**config.mk**
```make
export PLATFORM = sky130hd
export DESIGN_NAME = bcffa_ctrl
export DESIGN_NICKNAME = d
export VERILOG_FILES = /design/src/hdl/bcffa_pkg.sv /design/src/hdl/bcffa_ctrl.sv
export VERILOG_INCLUDE_DIRS = /design/src /design/src/hdl
export SDC_FILE = /design/constraint.sdc
export NUM_CORES = 1
export LEC_CHECK = 0
export ABC_AREA = 1
export BUFFER_PORTS_ARGS = -buffer_cell sky130_fd_sc_hd__buf_4
export CAP_MARGIN = 20
export CORE_MARGIN = 2
export CORE_UTILIZATION = 47
export CTS_BUF_LIST = sky130_fd_sc_hd__clkbuf_4 sky130_fd_sc_hd__clkbuf_8
export DETAILED_ROUTE_END_ITERATION = 12
export GPL_ROUTABILITY_DRIVEN = 0
export PLACE_DENSITY = 0.82
export REMOVE_ABC_BUFFERS = 1
export SYNTH_ARGS = -nofsm -noshare
export SYNTH_HDL_FRONTEND = slang
export SYNTH_SLANG_ARGS = --single-unit
```
**constraint.sdc**
```tcl
create_clock -name i_clk -period 1.2 [get_ports i_clk]
set_input_delay 0.06 -clock i_clk [delete_from_list [all_inputs] [get_ports i_clk]]
set_output_delay 0.06 -clock i_clk [all_outputs]
set_load 0.01 [all_outputs]
```
**src/hdl/bin_cell_first_fit_allocator_top_defines.svh**
```systemverilog
`ifndef BIN_CELL_FIRST_FIT_ALLOCATOR_TOP_DEFINES_SVH
`define BIN_CELL_FIRST_FIT_ALLOCATOR_TOP_DEFINES_SVH

// Check that holds in the same cycle.
`define BCFFA_ASSERT_NOW(label, cond, msg) \
    label: assert property (@(posedge i_clk) disable iff (!i_rst_n) (cond)) \
        else $error(msg);

// Check that holds in the cycle after the trigger.
`define BCFFA_ASSERT_NEXT(label, ante, cons, msg) \
    label: assert property (@(posedge i_clk) disable iff (!i_rst_n) \
        (ante) |=> (cons)) else $error(msg);

`endif

```
**src/hdl/bcffa_pkg.sv**
```systemverilog
`timescale 1ns / 1ps
package bcffa_pkg;

    localparam logic [0:0]  CMD_ALLOC = 1'b0;
    localparam logic [31:0] TAIL_TAG  = 32'hffff_ffff;
    localparam int          HDR_BYTES = 32;

    typedef enum logic [2:0] {
        ST_OK       = 3'd0,
        ST_NO_SPACE = 3'd1,
        ST_BAD_OFF  = 3'd2,
        ST_ALREADY  = 3'd3,
        ST_TOO_BIG  = 3'd4
    } t_status;

    typedef enum logic [3:0] {
        OP_IDLE,
        OP_CLEAR,
        OP_START,
        OP_RD_W,
        OP_RD_T,
        OP_STEP,
        OP_NEXT_BIN,
        OP_NEW_BIN,
        OP_TAKE,
        OP_WR_REST,
        OP_WR_RTAG,
        OP_WR_SIZE,
        OP_WR_STAG,
        OP_RD_FREE,
        OP_WR_FREE,
        OP_RESULT
    } t_dp_op;

    typedef struct packed {
        t_dp_op  op;
        t_status status;
    } t_dp_cmd;

    typedef struct packed {
        logic clr_done;
        logic is_alloc;
        logic too_large;
        logic bin_at_open;
        logic full;
        logic walk_end;
        logic fits;
        logic tail_free;
        logic bad_step;
        logic has_rest;
        logic rem_ge;
        logic free_bad;
        logic rd_used;
    } t_dp_flags;

endpackage

```
**src/hdl/bcffa_ctrl.sv**
```systemverilog
`timescale 1ns / 1ps
`include "bin_cell_first_fit_allocator_top_defines.svh"
module bcffa_ctrl (
    input  logic                 i_clk,
    input  logic                 i_rst_n,
    input  logic                 i_in_valid,
    output logic                 o_in_ready,
    output logic                 o_out_valid,
    input  logic                 i_out_ready,
    input  bcffa_pkg::t_dp_flags i_flags,
    output bcffa_pkg::t_dp_cmd   o_cmd
);
    typedef enum logic [3:0] {
        S_CLEAR, S_IDLE, S_DISPATCH, S_CHECK, S_RD_TAG, S_EVAL,
        S_WR_REST, S_WR_RTAG, S_WR_SIZE, S_WR_STAG, S_FDIV, S_FCHK, S_RESULT
    } t_state;

    t_state              r_state, n_state;
    bcffa_pkg::t_status  r_status, n_status;
    logic                r_out_valid;
    logic                slot_free;

    assign slot_free  = !r_out_valid || i_out_ready;
    assign o_in_ready = (r_state == S_IDLE);

    always_comb begin
        n_state      = r_state;
        n_status     = r_status;
        o_cmd.op     = bcffa_pkg::OP_IDLE;
        o_cmd.status = r_status;
        unique case (r_state)
            S_CLEAR: begin
                o_cmd.op = bcffa_pkg::OP_CLEAR;
                if (i_flags.clr_done) n_state = S_IDLE;
            end
            S_IDLE: begin
                if (i_in_valid) begin
                    o_cmd.op = bcffa_pkg::OP_START;
                    n_state  = S_DISPATCH;
                end
            end
            S_DISPATCH: begin
                if (!i_flags.is_alloc) begin
                    n_state = S_FDIV;
                end else if (i_flags.too_large) begin
                    n_status = bcffa_pkg::ST_TOO_BIG;
                    n_state  = S_RESULT;
                end else begin
                    n_state = S_CHECK;
                end
            end
            S_CHECK: begin
                if (i_flags.bin_at_open) begin
                    if (i_flags.full) begin
                        n_status = bcffa_pkg::ST_NO_SPACE;
                        n_state  = S_RESULT;
                    end else begin
                        o_cmd.op = bcffa_pkg::OP_NEW_BIN;
                        n_state  = S_WR_REST;
                    end
                end else if (i_flags.walk_end) begin
                    o_cmd.op = bcffa_pkg::OP_NEXT_BIN;
                end else begin
                    o_cmd.op = bcffa_pkg::OP_RD_W;
                    n_state  = S_RD_TAG;
                end
            end
            S_RD_TAG: begin
                o_cmd.op = bcffa_pkg::OP_RD_T;
                n_state  = S_EVAL;
            end
            S_EVAL: begin
                n_state = S_CHECK;
                if (i_flags.fits) begin
                    o_cmd.op = bcffa_pkg::OP_TAKE;
                    n_state  = S_WR_REST;
                end else if (i_flags.tail_free || i_flags.bad_step) begin
                    o_cmd.op = bcffa_pkg::OP_NEXT_BIN;
                end else begin
                    o_cmd.op = bcffa_pkg::OP_STEP;
                end
            end
            S_WR_REST: begin
                if (i_flags.has_rest) begin
                    o_cmd.op = bcffa_pkg::OP_WR_REST;
                    n_state  = S_WR_RTAG;
                end else begin
                    n_state = S_WR_SIZE;
                end
            end
            S_WR_RTAG: begin
                o_cmd.op = bcffa_pkg::OP_WR_RTAG;
                n_state  = S_WR_SIZE;
            end
            S_WR_SIZE: begin
                o_cmd.op = bcffa_pkg::OP_WR_SIZE;
                n_state  = S_WR_STAG;
            end
            S_WR_STAG: begin
                o_cmd.op = bcffa_pkg::OP_WR_STAG;
                n_status = bcffa_pkg::ST_OK;
                n_state  = S_RESULT;
            end
            S_FDIV: begin
                if (i_flags.bin_at_open) begin
                    n_status = bcffa_pkg::ST_BAD_OFF;
                    n_state  = S_RESULT;
                end else if (i_flags.rem_ge) begin
                    o_cmd.op = bcffa_pkg::OP_NEXT_BIN;
                end else if (i_flags.free_bad) begin
                    n_status = bcffa_pkg::ST_BAD_OFF;
                    n_state  = S_RESULT;
                end else begin
                    o_cmd.op = bcffa_pkg::OP_RD_FREE;
                    n_state  = S_FCHK;
                end
            end
            S_FCHK: begin
                n_state = S_RESULT;
                if (!i_flags.rd_used) begin
                    n_status = bcffa_pkg::ST_ALREADY;
                end else begin
                    o_cmd.op = bcffa_pkg::OP_WR_FREE;
                    n_status = bcffa_pkg::ST_OK;
                end
            end
            S_RESULT: begin
                if (slot_free) begin
                    o_cmd.op = bcffa_pkg::OP_RESULT;
                    n_state  = S_IDLE;
                end
            end
            default: n_state = S_IDLE;
        endcase
    end

    always_ff @(posedge i_clk) begin
        if (!i_rst_n) begin
            r_state     <= S_CLEAR;
            r_status    <= bcffa_pkg::ST_OK;
            r_out_valid <= 1'b0;
        end else begin
            r_state  <= n_state;
            r_status <= n_status;
            if (r_state == S_RESULT && slot_free) begin
                r_out_valid <= 1'b1;
            end else if (i_out_ready) begin
                r_out_valid <= 1'b0;
            end
        end
    end

    assign o_out_valid = r_out_valid;

    `BCFFA_ASSERT_NEXT(a_one_item,
        i_in_valid && o_in_ready, !o_in_ready, "second word taken mid-operation")
    `BCFFA_ASSERT_NEXT(a_result_shown,
        o_cmd.op == bcffa_pkg::OP_RESULT, r_out_valid, "result lost")
endmodule

```
==> run metrics, run 1 <==
outcome=did not finish; Failed at=global routing; error message=[ERROR GRT-0232] Routing congestion too high. Check the congestion heatmap in the GUI.; Yosys cell types=15; Synth area leaders=nand2_1, dfxtp_1, nor2_1; Mapped Avg Cell Area=4.98 µm²; Synth top area share=0.254; number of synthesized flops with an enable pin=0; H-tree levels=1; IO Port Bufs=25; Num CTS Buffers=3; synthesized area=842 µm²; largest net degree at the start of global routing=7; top-count cell post-synth=nand2_1; worst setup endpoint GRT=o_cmd[5]; commonest cells in the synthesized netlist=nand2_1, nor2_1, inv_1; grt total ovfl=22; Die H=46.3 µm; Die X=46.3 µm; I/O pin cnt=26; post-DP HPWL=2380 µm; ys async rst share=0; Max Buffers Root-to-Sink=2; Mapped Cells=169; CTS root buffer=clkbuf_4; Synth area leader=nand2_1; worst ep type=primary output; Synth Register Bits=8; initial core utilization=0.493; post-synthesis sequential area ratio=0.190; Syn. warnings=0; overall track demand over capacity in global routing=0.701; Top FF cell, synth=dfxtp_1; TritonCTS sink count=8; row cnt=15; hold_buf cts=0
[per-layer routing]
layer  track usage  GRT overflow
met1         0.680             0
met2         0.900             9
met3         0.459             0
met4         0.834            13
met5             0             0
[metrics by stage]
step | cell area [µm²] | setup WS [ns] | utilization | std cells | TNS (ns)
after global placement | 1260 | -0.256 | 0.736 | 245 | -2.29
after detailed placement | 1260 | -0.271 | 0.736 | 245 | -2.54
after CTS | 1540 | -0.282 | 0.903 | 255 | -2.34
after floorplan | 842 | -0.0527 | - | 169 | -0.210
[cells by family after synthesis]
kind of cell | share of synthesized area
AND/OR/NAND/NOR | 0.591
AO/OA/AOI/OAI | 0.0981
buffers and inverters | 0.120
flip-flops | 0.190
[what timing repair did]
item,CTS
buffers inserted,7
pin swaps,10
setup endpoints to repair,13
resized for setup,65
==> inputs of run 2 (changes only) <==
- CORE_AREA: unset -> 2 2 63 65
- CORE_MARGIN: 2 -> unset
- CORE_UTILIZATION: 47 -> unset
- CTS_BUF_LIST: sky130_fd_sc_hd__clkbuf_4 sky130_fd_sc_hd__clkbuf_8 -> unset
- DIE_AREA: unset -> 0 0 65 67
- PLACE_DENSITY: 0.82 -> unset
- PLACE_DENSITY_LB_ADDON: unset -> 0.15
- clock period: 1.2 -> 1.56 ns (I/O delays scaled with it)
==> run metrics, run 2 <==
outcome=complete, no violations; Mapped Cells=169 (unchanged); IO Port Bufs=25 (unchanged); Largest Register=r_state; Via density=4.53; overall track demand over capacity in global routing=0.147; Final Hold Viols=0; antenna violations before repair=0; Synth area leaders=nand2_1, dfxtp_1, nor2_1; Rel. slew slack=0.758; Die H=67 µm (+45%); post-synthesis sequential area ratio=0.190 (unchanged); Tcrit/Tclk final=0.976; ys async rst share=0 (unchanged); FF-to-FF End=r_state[0]$_SDFFE_PN0P_; most common library cell in the layout ignoring fill and taps=nand2_1; Max Buffers Root-to-Sink=2 (unchanged); top-count cell post-synth=nand2_1; DR iter-0 viols=46; Core Footprint=3610 µm²; Pwr Density=1270 nW/µm²; max FFs per register=4; row cnt=22 (+7); Die X=65 µm (+40%); fraction of layout cells with a size suffix above 1=0.395; Reg clk slew, reported paths=0.04 ns; CP Launch Type=flop; global-route wire length before repair=4840 µm; commonest cells in the synthesized netlist=nand2_1, nor2_1, inv_1; highest clock rate=656 MHz; TritonCTS sink count=8 (unchanged); initial core utilization=0.234 (-0.260); Synth Register Bits=8 (unchanged); Max Fanout on Critical Path=6; Synth top area share=0.254 (unchanged); Post-route DRC=0; DP Area=1160 µm² (-7.3%); vias in the first global route=1,044; Final setup violation count=0; WL final=3090 µm; design area=1420 µm²; CP arrival=1.45 ns; largest net degree at the start of global routing=9; Peak VDD IR=0.000587 V; critical path class=reg2out; wire length per cell=11.7 µm; CTS root buffer=clkbuf_8; Crit path required time=1.48 ns; setup TNS=0 ns; CTS tree=built; slew at the pin closest to its max-slew limit=0.361 ns; Cells on Worst Hold Path=3; number of synthesized flops with an enable pin=0 (unchanged); Crit. End Element=output port; R2R Setup Slk=0.12 ns; clk_skew=0.00308 ns; diode count=0; RSZ-0062 raised after global routing=yes; via count=1,192; Hold Path End=r_status[1]$_SDFFE_PN0P_; Die Area=4360 µm²; I/O pin cnt=26 (unchanged); drt first pass iters=4; fin. max-slew vios=0; r2r worst-path depth=10; Yosys cell types=15 (unchanged); FILL cells=406; Num CTS Buffers=3 (unchanged); commonest non-fill, non-tap cells in the layout=nand2_1, buf_4, nor2_1; Synth area leader=nand2_1; synthesized area=842 µm² (unchanged); hold path startpoint=i_rst_n; layout net count=234; post-DP HPWL=2380 µm (about the same); grt total ovfl=0; Worst-Skew Late Latency=0.23 ns; Area Overhead vs Synth=68.4%; reg2reg start=r_state[0]$_SDFFE_PN0P_; Top FF cell, synth=dfxtp_1; worst hold path class=in2reg; Max Cap Viol=0; remaining antenna violation count after routing=0; Mapped Avg Cell Area=4.98 µm² (unchanged); min Tclk post-route=1.52 ns; Syn. warnings=0 (unchanged); Leak=0.769 nW; H-tree levels=1 (unchanged)
-- run 2: cell counts after synthesis --
Identical to the previous run, type by type.
-- run 2: per-stage QoR --
stage                     power [mW]  setup WS, ns  hold slack, ns  instances   util
final                           1.80        0.0367           0.110        263  0.393
after global routing            1.96       -0.0285           0.124        263  0.393
after CTS                       1.56       -0.0213           0.110        256  0.349
after detailed placement        1.24      -0.00262           0.348        252  0.323
after global placement          1.25       -0.0730           0.351        252  0.323
after floorplan                0.834         0.307           0.199        169      -
-- run 2: worst max path at each step --
stage / startpoint / endpoint / slack, ns / cells after the start
after global placement: r_state[2]$_SDFFE_PN0P_ / o_cmd[3] / -0.07 / 8
after global routing: r_state[2]$_SDFFE_PN0P_ / o_cmd[4] / -0.03 / 8
final: r_state[1]$_SDFFE_PN0P_ / o_cmd[3] / 0.04 / 7
after detailed placement: r_state[2]$_SDFFE_PN0P_ / o_cmd[3] / -0.003 / 8
after floorplan: r_state[3]$_SDFFE_PN0P_ / r_status[0]$_SDFFE_PN0P_ / 0.31 / 8
after CTS: r_state[3]$_SDFFE_PN0P_ / o_cmd[4] / -0.02 / 6
-- run 2: final cells by class --
class / instances / area (µm²) / share of cell area
clock buffer: 3 / 41.3 / 0.0291
multi-input combinational: 134 / 702 / 0.495
sequential: 8 / 176 / 0.124
tap: 48 / 60.1 / 0.0424
timing repair buffer: 43 / 327 / 0.230
inverter: 27 / 111 / 0.0786
-- run 2: timing repair --
| item | 4_1_cts | 5_1_grt |
|---|---|---|
| hold buffers | 0 | 0 |
| resized for setup | 17 | 36 |
| pin swaps | 1 | 8 |
| gates cloned | 0 | 0 |
| hold endpoints to repair | 0 | 0 |
| setup endpoints to repair | 4 | 9 |
| setup buffers | 1 | 7 |
-- run 2: critical path, cell delays in order (launching register included) --
cell and delay (ns):
dfxtp_4 0.37, nor2_4 0.20, nand3_2 0.11, buf_4 0.15, o21ai_1 0.08, nor2_1 0.07
o211ai_1 0.08, buf_4 0.14
-- run 2: logic make-up after synthesis --
| logic type | share of synthesized area |
|---|---|
| buffers and inverters | 0.120 |
| DFF | 0.190 |
| AOI/OAI and AO/OA | 0.0981 |
| and+or+nand+nor | 0.591 |
-- run 2: where the power goes --
group | leakage, nW | internal [mW] | switching [mW]
Sequential | 0.0685 | 0.276 | 0.0855
Clock | 0.0216 | 0.167 | 0.0806
Combinational | 0.679 | 0.550 | 0.640
-- run 2: layer usage --
| metal | track usage | share of wire |
|---|---|---|
| met3 | 0.0270 | 0.038 |
| met2 | 0.246 | 0.49 |
| met1 | 0.189 | 0.46 |
| met4 | 0.0532 | 0.013 |
| met5 | 0 | 0 |
(Power assumes the default switching activity.)
